**src/design/log_frame_deframer_assert.svh**
```systemverilog
// ------------------------------------------------------------------------
// log frame deframer assertion macros
// shared property wrappers, clocked on i_clk and disabled in reset
// ------------------------------------------------------------------------
`ifndef LOG_FRAME_DEFRAMER_ASSERT_SVH
`define LOG_FRAME_DEFRAMER_ASSERT_SVH

// condition holds at every edge out of reset
`define LFD_ASSERT(label, expr, msg) \
    label: assert property (@(posedge i_clk) disable iff (!i_rst_n) (expr)) else $error(msg);

// cause implies effect at the same edge
`define LFD_ASSERT_IMPL(label, cause, effect, msg) \
    label: assert property (@(posedge i_clk) disable iff (!i_rst_n) (cause) |-> (effect)) \
        else $error(msg);

// cause implies effect at the next edge
`define LFD_ASSERT_NEXT(label, cause, effect, msg) \
    label: assert property (@(posedge i_clk) disable iff (!i_rst_n) (cause) |=> (effect)) \
        else $error(msg);

`endif

```
**src/design/lfd_pkg.sv**
```systemverilog
// ------------------------------------------------------------------------
// lfd_pkg
// shared types and constants of the log frame deframer
// ------------------------------------------------------------------------
`default_nettype none

package lfd_pkg;

    // variable limit per frame and number of frame ids in use
    localparam int unsigned MAX_VARS    = 32;
    localparam int unsigned FRAME_COUNT = 3;

    // timestamp scale applied on the way out
    localparam int unsigned TIME_SCALE  = 10;

    // configuration port shape
    localparam int unsigned CFG_IDX_W   = 3;
    localparam int unsigned CFG_DATA_W  = 64;

    // default depth of the queue between parser and output stage
    localparam int unsigned QUEUE_DEPTH = 4;

    // one parsed request on its way to the output stage
    typedef struct packed {
        logic        kind;
        logic [7:0]  frame_number;
        logic [4:0]  var_index;
        logic [31:0] value;
        logic [31:0] time_raw;
        logic        last_of_frame;
    } t_record;

endpackage

`default_nettype wire

```
**src/design/log_frame_deframer.sv**
```systemverilog
// ------------------------------------------------------------------------
// log_frame_deframer
// splits a received log byte stream into frame variables
// ------------------------------------------------------------------------
// Takes one byte per clock whenever full is low. Once enabled, the parser
// waits for a 0xFF marker, then reads frames back to back: id byte, 4-byte
// timestamp, then the configured variables of that frame. Every finished
// variable, or an unknown-id error, becomes one result; the parser writes
// it into the queue at the edge that accepts the byte that completes it,
// and the output register loads it from the queue once that register is
// empty or being popped. Sustained rate is one byte per cycle while full
// is low, as the parser handles each accepted byte in one combinational
// step; full only rises when the QUEUE_DEPTH_P-entry queue and the
// output register all hold results that have not been popped. After an
// unknown id the parser drops bytes until log_enable is written again.
// ------------------------------------------------------------------------
`default_nettype none

module log_frame_deframer import lfd_pkg::*; #(
    parameter int unsigned QUEUE_DEPTH_P = QUEUE_DEPTH
) (
    input  wire logic                  i_clk,
    input  wire logic                  i_rst_n,
    input  wire logic                  push,
    output logic                       full,
    input  wire logic [7:0]            i_rx_byte,
    input  wire logic                  i_cfg_we,
    input  wire logic [CFG_IDX_W-1:0]  i_cfg_idx,
    input  wire logic [CFG_DATA_W-1:0] i_cfg_wdata,
    output logic                       empty,
    input  wire logic                  pop,
    output logic                       o_kind,
    output logic [7:0]                 o_frame_number,
    output logic [4:0]                 o_var_index,
    output logic [31:0]                o_value,
    output logic [35:0]                o_timestamp,
    output logic                       o_last_of_frame
);

    logic    w_accept;
    logic    w_rec_valid;
    t_record w_rec;
    logic    w_q_full;
    logic    w_q_empty;
    logic    w_q_rd;
    t_record w_q_data;

    assign full     = w_q_full;
    assign w_accept = push && !w_q_full;

    // parser and configuration
    lfd_front u_front (
        .i_clk       (i_clk),
        .i_rst_n     (i_rst_n),
        .i_accept    (w_accept),
        .i_rx_byte   (i_rx_byte),
        .i_cfg_we    (i_cfg_we),
        .i_cfg_idx   (i_cfg_idx),
        .i_cfg_wdata (i_cfg_wdata),
        .o_rec_valid (w_rec_valid),
        .o_rec       (w_rec)
    );

    // request queue
    lfd_queue #(
        .DEPTH (QUEUE_DEPTH_P)
    ) u_queue (
        .i_clk     (i_clk),
        .i_rst_n   (i_rst_n),
        .i_wr_en   (w_rec_valid),
        .i_wr_data (w_rec),
        .o_full    (w_q_full),
        .i_rd_en   (w_q_rd),
        .o_rd_data (w_q_data),
        .o_empty   (w_q_empty)
    );

    // output stage
    lfd_back u_back (
        .i_clk           (i_clk),
        .i_rst_n         (i_rst_n),
        .i_q_empty       (w_q_empty),
        .i_q_data        (w_q_data),
        .o_q_rd          (w_q_rd),
        .o_empty         (empty),
        .i_pop           (pop),
        .o_kind          (o_kind),
        .o_frame_number  (o_frame_number),
        .o_var_index     (o_var_index),
        .o_value         (o_value),
        .o_timestamp     (o_timestamp),
        .o_last_of_frame (o_last_of_frame)
    );

endmodule

`default_nettype wire

```
**src/design/lfd_front.sv**
```systemverilog
// ------------------------------------------------------------------------
// lfd_front
// byte parser: start marker, frame id, timestamp and variable assembly,
// plus the configuration registers it runs from
// ------------------------------------------------------------------------
`default_nettype none
`include "log_frame_deframer_assert.svh"

module lfd_front import lfd_pkg::*; (
    input  wire logic                  i_clk,
    input  wire logic                  i_rst_n,
    input  wire logic                  i_accept,
    input  wire logic [7:0]            i_rx_byte,
    input  wire logic                  i_cfg_we,
    input  wire logic [CFG_IDX_W-1:0]  i_cfg_idx,
    input  wire logic [CFG_DATA_W-1:0] i_cfg_wdata,
    output logic                       o_rec_valid,
    output t_record                    o_rec
);

    // parser phases
    localparam logic [1:0] PH_WAIT = 2'd0;
    localparam logic [1:0] PH_ID   = 2'd1;
    localparam logic [1:0] PH_TIME = 2'd2;
    localparam logic [1:0] PH_VARS = 2'd3;

    // result kinds
    localparam logic KIND_VAR   = 1'b0;
    localparam logic KIND_ERROR = 1'b1;

    // register indexes
    localparam logic [CFG_IDX_W-1:0] REG_LOG_ENABLE = CFG_IDX_W'(0);
    localparam logic [CFG_IDX_W-1:0] REG_F0_COUNT   = CFG_IDX_W'(1);
    localparam logic [CFG_IDX_W-1:0] REG_F1_COUNT   = CFG_IDX_W'(2);
    localparam logic [CFG_IDX_W-1:0] REG_F2_COUNT   = CFG_IDX_W'(3);
    localparam logic [CFG_IDX_W-1:0] REG_F0_SIZES   = CFG_IDX_W'(4);
    localparam logic [CFG_IDX_W-1:0] REG_F1_SIZES   = CFG_IDX_W'(5);
    localparam logic [CFG_IDX_W-1:0] REG_F2_SIZES   = CFG_IDX_W'(6);

    localparam logic [7:0] START_MARK     = 8'hFF;
    localparam int unsigned TIME_BYTES    = 4;
    localparam int unsigned NUM_FRAME_REG = 3;

    // counts above the variable limit act as the limit
    function automatic logic [5:0] clamp_count(input logic [5:0] raw);
        return (raw > 6'(MAX_VARS)) ? 6'(MAX_VARS) : raw;
    endfunction

    logic        r_enable,   n_enable;
    logic        r_halted,   n_halted;
    logic [1:0]  r_phase,    n_phase;
    logic [1:0]  r_byte_cnt, n_byte_cnt;
    logic [4:0]  r_var_pos,  n_var_pos;
    logic [1:0]  r_frame,    n_frame;
    logic [31:0] r_time,     n_time;
    logic [31:0] r_value,    n_value;
    logic [5:0]  r_var_count [NUM_FRAME_REG];
    logic [5:0]  n_var_count [NUM_FRAME_REG];
    logic [63:0] r_sizes     [NUM_FRAME_REG];
    logic [63:0] n_sizes     [NUM_FRAME_REG];

    logic [5:0]  w_id_raw;
    logic [5:0]  w_id_count;
    logic        w_id_ok;
    logic [5:0]  w_cur_raw;
    logic [5:0]  w_cur_count;
    logic [63:0] w_cur_sizes;
    logic [1:0]  w_size_code;
    logic        w_var_done;
    logic        w_last;
    logic [31:0] w_value_acc;

    // variable count of the incoming id byte
    always_comb begin
        case (i_rx_byte[1:0])
            2'd0:    w_id_raw = r_var_count[0];
            2'd1:    w_id_raw = r_var_count[1];
            2'd2:    w_id_raw = r_var_count[2];
            default: w_id_raw = 6'd0;
        endcase
    end

    assign w_id_count = clamp_count(w_id_raw);
    assign w_id_ok    = (i_rx_byte < 8'(FRAME_COUNT)) && (w_id_count != 6'd0);

    // count and size word of the active frame
    always_comb begin
        case (r_frame)
            2'd0: begin
                w_cur_raw   = r_var_count[0];
                w_cur_sizes = r_sizes[0];
            end
            2'd1: begin
                w_cur_raw   = r_var_count[1];
                w_cur_sizes = r_sizes[1];
            end
            2'd2: begin
                w_cur_raw   = r_var_count[2];
                w_cur_sizes = r_sizes[2];
            end
            default: begin
                w_cur_raw   = 6'd0;
                w_cur_sizes = 64'd0;
            end
        endcase
    end

    assign w_cur_count = clamp_count(w_cur_raw);
    assign w_size_code = w_cur_sizes[{r_var_pos, 1'b0} +: 2];
    assign w_var_done  = (r_byte_cnt == w_size_code);
    assign w_last      = (({1'b0, r_var_pos} + 6'd1) >= w_cur_count);

    // first byte of a variable starts from zero
    assign w_value_acc = {((r_byte_cnt == 2'd0) ? 24'd0 : r_value[23:0]), i_rx_byte};

    // parser step and configuration writes
    always_comb begin
        n_enable    = r_enable;
        n_halted    = r_halted;
        n_phase     = r_phase;
        n_byte_cnt  = r_byte_cnt;
        n_var_pos   = r_var_pos;
        n_frame     = r_frame;
        n_time      = r_time;
        n_value     = r_value;
        n_var_count = r_var_count;
        n_sizes     = r_sizes;
        o_rec_valid = 1'b0;
        o_rec       = '0;

        if (i_accept) begin
            if (!r_enable || r_halted) begin
                n_phase    = PH_WAIT;
                n_byte_cnt = 2'd0;
                n_var_pos  = 5'd0;
                n_value    = 32'd0;
            end else begin
                case (r_phase)
                    PH_WAIT: begin
                        if (i_rx_byte == START_MARK) begin
                            n_phase = PH_ID;
                        end
                    end
                    PH_ID: begin
                        if (!w_id_ok) begin
                            // unknown id: report it and stop until re-enabled
                            o_rec_valid        = 1'b1;
                            o_rec.kind         = KIND_ERROR;
                            o_rec.frame_number = i_rx_byte;
                            n_phase            = PH_WAIT;
                            n_byte_cnt         = 2'd0;
                            n_var_pos          = 5'd0;
                            n_value            = 32'd0;
                            n_halted           = 1'b1;
                        end else begin
                            n_frame    = i_rx_byte[1:0];
                            n_time     = 32'd0;
                            n_byte_cnt = 2'd0;
                            n_phase    = PH_TIME;
                        end
                    end
                    PH_TIME: begin
                        n_time     = {r_time[23:0], i_rx_byte};
                        n_byte_cnt = r_byte_cnt + 2'd1;
                        if (r_byte_cnt == 2'(TIME_BYTES - 1)) begin
                            n_phase   = PH_VARS;
                            n_var_pos = 5'd0;
                            n_value   = 32'd0;
                        end
                    end
                    PH_VARS: begin
                        n_value    = w_value_acc;
                        n_byte_cnt = r_byte_cnt + 2'd1;
                        if (w_var_done) begin
                            o_rec_valid         = 1'b1;
                            o_rec.kind          = KIND_VAR;
                            o_rec.frame_number  = {6'd0, r_frame};
                            o_rec.var_index     = r_var_pos;
                            o_rec.value         = w_value_acc;
                            o_rec.time_raw      = r_time;
                            o_rec.last_of_frame = w_last;
                            n_byte_cnt          = 2'd0;
                            if (w_last) begin
                                n_phase   = PH_ID;
                                n_var_pos = 5'd0;
                            end else begin
                                n_var_pos = r_var_pos + 5'd1;
                            end
                        end
                    end
                    default: begin
                        n_phase = PH_WAIT;
                    end
                endcase
            end
        end

        if (i_cfg_we) begin
            case (i_cfg_idx)
                REG_LOG_ENABLE: begin
                    n_enable = i_cfg_wdata[0];
                    n_halted = 1'b0;
                    if (!i_cfg_wdata[0]) begin
                        n_phase    = PH_WAIT;
                        n_byte_cnt = 2'd0;
                        n_var_pos  = 5'd0;
                        n_value    = 32'd0;
                    end
                end
                REG_F0_COUNT: n_var_count[0] = i_cfg_wdata[5:0];
                REG_F1_COUNT: n_var_count[1] = i_cfg_wdata[5:0];
                REG_F2_COUNT: n_var_count[2] = i_cfg_wdata[5:0];
                REG_F0_SIZES: n_sizes[0]     = i_cfg_wdata[63:0];
                REG_F1_SIZES: n_sizes[1]     = i_cfg_wdata[63:0];
                REG_F2_SIZES: n_sizes[2]     = i_cfg_wdata[63:0];
                default: begin
                end
            endcase
        end
    end

    // parser and configuration registers
    always_ff @(posedge i_clk) begin
        if (!i_rst_n) begin
            r_enable    <= 1'b0;
            r_halted    <= 1'b0;
            r_phase     <= PH_WAIT;
            r_byte_cnt  <= 2'd0;
            r_var_pos   <= 5'd0;
            r_frame     <= 2'd0;
            r_var_count <= '{default: 6'd0};
            r_sizes     <= '{default: 64'd0};
        end else begin
            r_enable    <= n_enable;
            r_halted    <= n_halted;
            r_phase     <= n_phase;
            r_byte_cnt  <= n_byte_cnt;
            r_var_pos   <= n_var_pos;
            r_frame     <= n_frame;
            r_var_count <= n_var_count;
            r_sizes     <= n_sizes;
        end
    end

    // accumulators
    always_ff @(posedge i_clk) begin
        r_time  <= n_time;
        r_value <= n_value;
    end

    `LFD_ASSERT(a_halt_parked, (!r_halted || (r_phase == PH_WAIT && r_byte_cnt == 2'd0)), "halted parser not parked")
    `LFD_ASSERT_NEXT(a_error_halts, (o_rec_valid && o_rec.kind == KIND_ERROR && !i_cfg_we), r_halted, "unknown id did not halt")

endmodule

`default_nettype wire

```
**src/design/lfd_queue.sv**
```systemverilog
// ------------------------------------------------------------------------
// lfd_queue
// short request queue between the parser and the output stage
// ------------------------------------------------------------------------
`default_nettype none
`include "log_frame_deframer_assert.svh"

module lfd_queue import lfd_pkg::*; #(
    parameter int unsigned DEPTH = QUEUE_DEPTH   // 2 or more
) (
    input  wire logic    i_clk,
    input  wire logic    i_rst_n,
    input  wire logic    i_wr_en,
    input  wire t_record i_wr_data,
    output logic         o_full,
    input  wire logic    i_rd_en,
    output t_record      o_rd_data,
    output logic         o_empty
);

    localparam int unsigned PTR_W = $clog2(DEPTH);
    localparam int unsigned CNT_W = $clog2(DEPTH + 1);

    t_record            r_slot [DEPTH];
    logic [PTR_W-1:0]   r_wr_ptr, n_wr_ptr;
    logic [PTR_W-1:0]   r_rd_ptr, n_rd_ptr;
    logic [CNT_W-1:0]   r_count,  n_count;

    assign o_full    = (r_count == CNT_W'(DEPTH));
    assign o_empty   = (r_count == CNT_W'(0));
    assign o_rd_data = r_slot[r_rd_ptr];

    // pointer wrap and fill count
    always_comb begin
        n_wr_ptr = r_wr_ptr;
        n_rd_ptr = r_rd_ptr;
        n_count  = r_count;
        if (i_wr_en) begin
            n_wr_ptr = (r_wr_ptr == PTR_W'(DEPTH - 1)) ? PTR_W'(0) : r_wr_ptr + PTR_W'(1);
        end
        if (i_rd_en) begin
            n_rd_ptr = (r_rd_ptr == PTR_W'(DEPTH - 1)) ? PTR_W'(0) : r_rd_ptr + PTR_W'(1);
        end
        if (i_wr_en && !i_rd_en) begin
            n_count = r_count + CNT_W'(1);
        end else if (!i_wr_en && i_rd_en) begin
            n_count = r_count - CNT_W'(1);
        end
    end

    always_ff @(posedge i_clk) begin
        if (!i_rst_n) begin
            r_wr_ptr <= '0;
            r_rd_ptr <= '0;
            r_count  <= '0;
        end else begin
            r_wr_ptr <= n_wr_ptr;
            r_rd_ptr <= n_rd_ptr;
            r_count  <= n_count;
        end
    end

    // slot storage
    always_ff @(posedge i_clk) begin
        if (i_wr_en) begin
            r_slot[r_wr_ptr] <= i_wr_data;
        end
    end

    `LFD_ASSERT(a_count_bound, (r_count <= CNT_W'(DEPTH)), "queue count beyond depth")
    `LFD_ASSERT_IMPL(a_no_overflow, i_wr_en, !o_full, "request written into full queue")

endmodule

`default_nettype wire

```
**src/design/lfd_back.sv**
```systemverilog
// ------------------------------------------------------------------------
// lfd_back
// output stage: scales the timestamp and holds the oldest result
// ------------------------------------------------------------------------
`default_nettype none

module lfd_back import lfd_pkg::*; (
    input  wire logic    i_clk,
    input  wire logic    i_rst_n,
    input  wire logic    i_q_empty,
    input  wire t_record i_q_data,
    output logic         o_q_rd,
    output logic         o_empty,
    input  wire logic    i_pop,
    output logic         o_kind,
    output logic [7:0]   o_frame_number,
    output logic [4:0]   o_var_index,
    output logic [31:0]  o_value,
    output logic [35:0]  o_timestamp,
    output logic         o_last_of_frame
);

    logic        r_valid;
    logic        r_kind;
    logic [7:0]  r_frame_number;
    logic [4:0]  r_var_index;
    logic [31:0] r_value;
    logic [35:0] r_timestamp;
    logic        r_last;
    logic        w_take;

    // refill when the slot is free or being taken
    assign w_take = i_pop && r_valid;
    assign o_q_rd = !i_q_empty && (!r_valid || i_pop);

    always_ff @(posedge i_clk) begin
        if (!i_rst_n) begin
            r_valid <= 1'b0;
        end else if (o_q_rd) begin
            r_valid <= 1'b1;
        end else if (w_take) begin
            r_valid <= 1'b0;
        end
    end

    // result payload, timestamp times ten on load
    always_ff @(posedge i_clk) begin
        if (o_q_rd) begin
            r_kind         <= i_q_data.kind;
            r_frame_number <= i_q_data.frame_number;
            r_var_index    <= i_q_data.var_index;
            r_value        <= i_q_data.value;
            r_timestamp    <= 36'(i_q_data.time_raw) * 36'(TIME_SCALE);
            r_last         <= i_q_data.last_of_frame;
        end
    end

    assign o_empty         = !r_valid;
    assign o_kind          = r_kind;
    assign o_frame_number  = r_frame_number;
    assign o_var_index     = r_var_index;
    assign o_value         = r_value;
    assign o_timestamp     = r_timestamp;
    assign o_last_of_frame = r_last;

endmodule

`default_nettype wire

```
**config.mk**
```make
export PLATFORM = sky130hd
export DESIGN_NAME = log_frame_deframer
export DESIGN_NICKNAME = d
export VERILOG_FILES = /design/src/design/lfd_pkg.sv /design/src/design/log_frame_deframer.sv /design/src/design/lfd_front.sv /design/src/design/lfd_queue.sv /design/src/design/lfd_back.sv
export VERILOG_INCLUDE_DIRS = /design/src /design/src/design
export SDC_FILE = /design/constraint.sdc
export NUM_CORES = 1
export LEC_CHECK = 0
export BUFFER_PORTS_ARGS = -buffer_cell sky130_fd_sc_hd__buf_4
export CORE_MARGIN = 3
export CORE_UTILIZATION = 43
export DETAILED_ROUTE_END_ITERATION = 12
export PLACE_DENSITY_LB_ADDON = 0.12
export SLEW_MARGIN = 10
export SYNTH_ARGS = -nofsm -noshare
export SYNTH_HDL_FRONTEND = slang
export SYNTH_SLANG_ARGS = --single-unit
```
**constraint.sdc**
```tcl
create_clock -name i_clk -period 19.1 [get_ports i_clk]
set_input_delay 0.955 -clock i_clk [delete_from_list [all_inputs] [get_ports i_clk]]
set_output_delay 0.955 -clock i_clk [all_outputs]
set_load 0.02 [all_outputs]
```
==> out/results.ini <==
[place]
dp_cells=3346
postPlaceCellArea_um2=31700
place_hpwl_mm=43.0
gp_congestion=0.809
io_buffers=163

[clocking]
post_cts_resized=0
clock_latency_ps=610
clk_pin_slew_ps=60
cts_hold_buffers=0
h-tree-depth=3
clock_path_buffers=3
clkSinkCount=687
clockRootBuffer=clkbuf_16
cts_tree=built
cts_buffers=75
cts_setup_buffers=0

[yosys]
synth_warnings=0
muxShareOfSynthArea_pct=9.46
synth_seq_cells=687
syn_avg_cell_area_um2=12.4
syn_area_um2=29800
yosys.cell_types.count=72
synth-simple-area-share_pct=12.0
synth_compound_area_share_pct=11.0
yosysSeqAreaShare_pct=60.6
synth_top_flop_cell=edfxtp_1
synth_edf_count=430
synthAdderAreaFrac_pct=3.45
synthArstFlopShare_pct=0
synth_xor_area_share_pct=0.706
synth_top_family_by_area=simple AND/OR/NAND/NOR gates
synth_nets=2556
syn_inst=2395

[setup_path]
reg2reg_from=u_front.r_frame[0]$_SDFFE_PN0P_
crit_required_ps=19310
end_kind=flop
crit_fanout=53
cp-startpoint=u_front.r_frame[0]$_SDFFE_PN0P_
critical_path_arrival_ps=6280
path_class=flop to flop
critPathLaunchType=flop

[sta]
whs_ps=464
fin_setup_tns_ps=0
setup_viol=0
period_share_pct=31.7
slew_violations=0
worst_slew_pin_slew_ps=1190
skew_ps=27.9
finalHoldViolCount=0
finalCriticalPeriod_ps=6060
fmax_mhz=165
rsz0062_at_grt=no
slew_headroom_pct=20.3

[power]
vdd_ir_drop_max_v=0.000115
intPower_uw=3490
p_per_area_nw_per_um2=149
power_frac_seq_pct=36.5
power_frac_clock_pct=28.9
power_switching_uw=1630
p_sw_share_pct=31.8
combPwrFrac_pct=34.7
p_leak_uw=0.0117

[route]
viasPerCell=5.43
vias=18900
drtIter0Drc=1356
wl_per_cell_um=20.1
firstDrtPassIters=7
drc=0
postRouteAntennaNets=0
drt_wl_total_mm=70.0

[outcome]
status=finished clean

[layout]
nNetsFinal=2663
stdcell_area_um2=34300
most-common-layout-cells=nand2_1 (478), edfxtp_1 (430), dfxtp_1 (253)
instances_no_fill=3482
area_growth_syn_to_layout_pct=15.0
drive_gt1_share_pct=16.0
final_common_cell=nand2_1
nFillCells=5839
antennaDiodeCount=0

[global_route]
grt_pass1_wl_mm=111
track_usage_pct=19.2
antenna_found_initial=1
grt_max_degree=133
overflow=0
first_global_vias=19300

[die]
die_h_um=269
ioPinCount=165
start_util_pct=43.9
die_w_um=269
die-area_um2=72400
row_count=95
core_area_um2=67900

[flow_run]
cap_violations=0

[worst_hold_path]
min-delay-start=u_front.r_sizes[157]$_SDFFE_PN0P_
hold_class=flop to flop

## layout make-up
cell class	count	area (um^2)	share of cell area, %
sequential	687	18100	52.8
multi-input combinational	1522	11000	32.2
clock buffer	92	1980	5.78
timing repair buffer	183	1370	4.01
tap	921	1150	3.36
clock inverter	44	536	1.56
inverter	33	124	0.362
## cell families (layout without fill, tap and decap cells)
group / count (synthesis) / in the layout
AOI/OAI and AO/OA: 445 / 445
xor gates and xnor gates: 24 / 24
adders and majority gates: 81 / 81
buffers and inverters: 186 / 352
DFF: 687 / 687
muxes: 176 / 176
other: 1 / 1
and+or+nand+nor: 795 / 795
## flip-flops by register name (all words and copies together), names as in the netlist, 3 cells and up, named ones only
register	flops
u_queue.r_count	3
u_front.r_var_pos	5
u_front.r_var_count	18
u_back.o_frame_number	8
u_back.o_var_index	5
u_back.o_value	32
u_front.r_time	32
u_front.r_sizes	192
u_front.r_value	24
u_queue.r_slot	316
u_back.o_timestamp	35
## path summary, 6_finish.rpt
kind / end / slack, ps / depth (start not counted)
worst min-delay path: u_front.r_sizes[157]$_SDFFE_PN0P_ / 460 / 2
worst min register to register: u_front.r_sizes[157]$_SDFFE_PN0P_ / 460 / 2
worst max-delay path: u_queue.r_slot[2][4]$_DFFE_PP_ / 13040 / 11
worst max register to register: u_queue.r_slot[2][4]$_DFFE_PP_ / 13040 / 11
## critical path, stage by stage, from the launching register on
cell and delay, ps:
dfxtp_4 790, buf_4 680, mux2i_1 260, o22ai_1 90, mux4_2 550, o2111ai_1 250, and3_1 230, nor3_1 120
nor4_4 520, a31oi_2 370, nor2b_4 940, buf_4 740
## cell usage after synthesis (all sizes together), types with 4 or more instances
library cell	number	share of area, %
nand2	478	6.0
edfxtp	430	43
dfxtp	257	17
a21boi	196	4.9
clkbuf	113	1.4
mux2i	89	3.0
mux4	84	6.4
ha	79	3.3
nor2	73	0.92
and2	62	1.3
and3	44	0.92
buf	40	0.86
nor2b	34	0.71
a21oi	32	0.54
inv	32	0.40
o21ai	32	0.54
o221ai	31	0.91
nand3	26	0.44
a22oi	24	0.61
nor3	24	0.40
a21o	20	0.50
o22ai	20	0.42
xnor2	18	0.53
o211ai	12	0.30
nand2b	11	0.23
o21a	10	0.25
nand4	9	0.19
o31ai	9	0.23
nor4	8	0.22
o21bai	6	0.15
xor2	6	0.18
a211o	5	0.15
a211oi	5	0.13
a221oi	5	0.15
o22a	5	0.15
or2	5	0.11
a31oi	4	0.11
o311ai	4	0.12
or3	4	0.084
## power by group through the flow
stage / Clock (uW) / Sequential (uW) / Combinational (uW)
CTS: 1510 / 1870 / 1800
global placement: 0 / 1900 / 1780
finish: 1480 / 1860 / 1770
global route: 1580 / 1880 / 1990
floorplan: 0 / 1990 / 1210
detailed placement: 0 / 1900 / 1790
## per-layer routing
layer	routed length (um)	global-route usage [%]	vias to the layer above
li1	-	-	9016
met1	30400	25.0	9360
met2	35000	33.3	422
met3	3300	3.17	93
met4	1320	5.12	0
met5	0	0	-
## stage by stage
step	utilization (%)	power (uW)	setup WS [ps]
after global placement	46.8	3680	13080
after CTS	50.5	5190	12990
final	50.5	5110	13040
after floorplan	-	3200	12380
after detailed placement	46.8	3690	13010
after global routing	50.5	5450	12590
(Power assumes the default switching activity.)
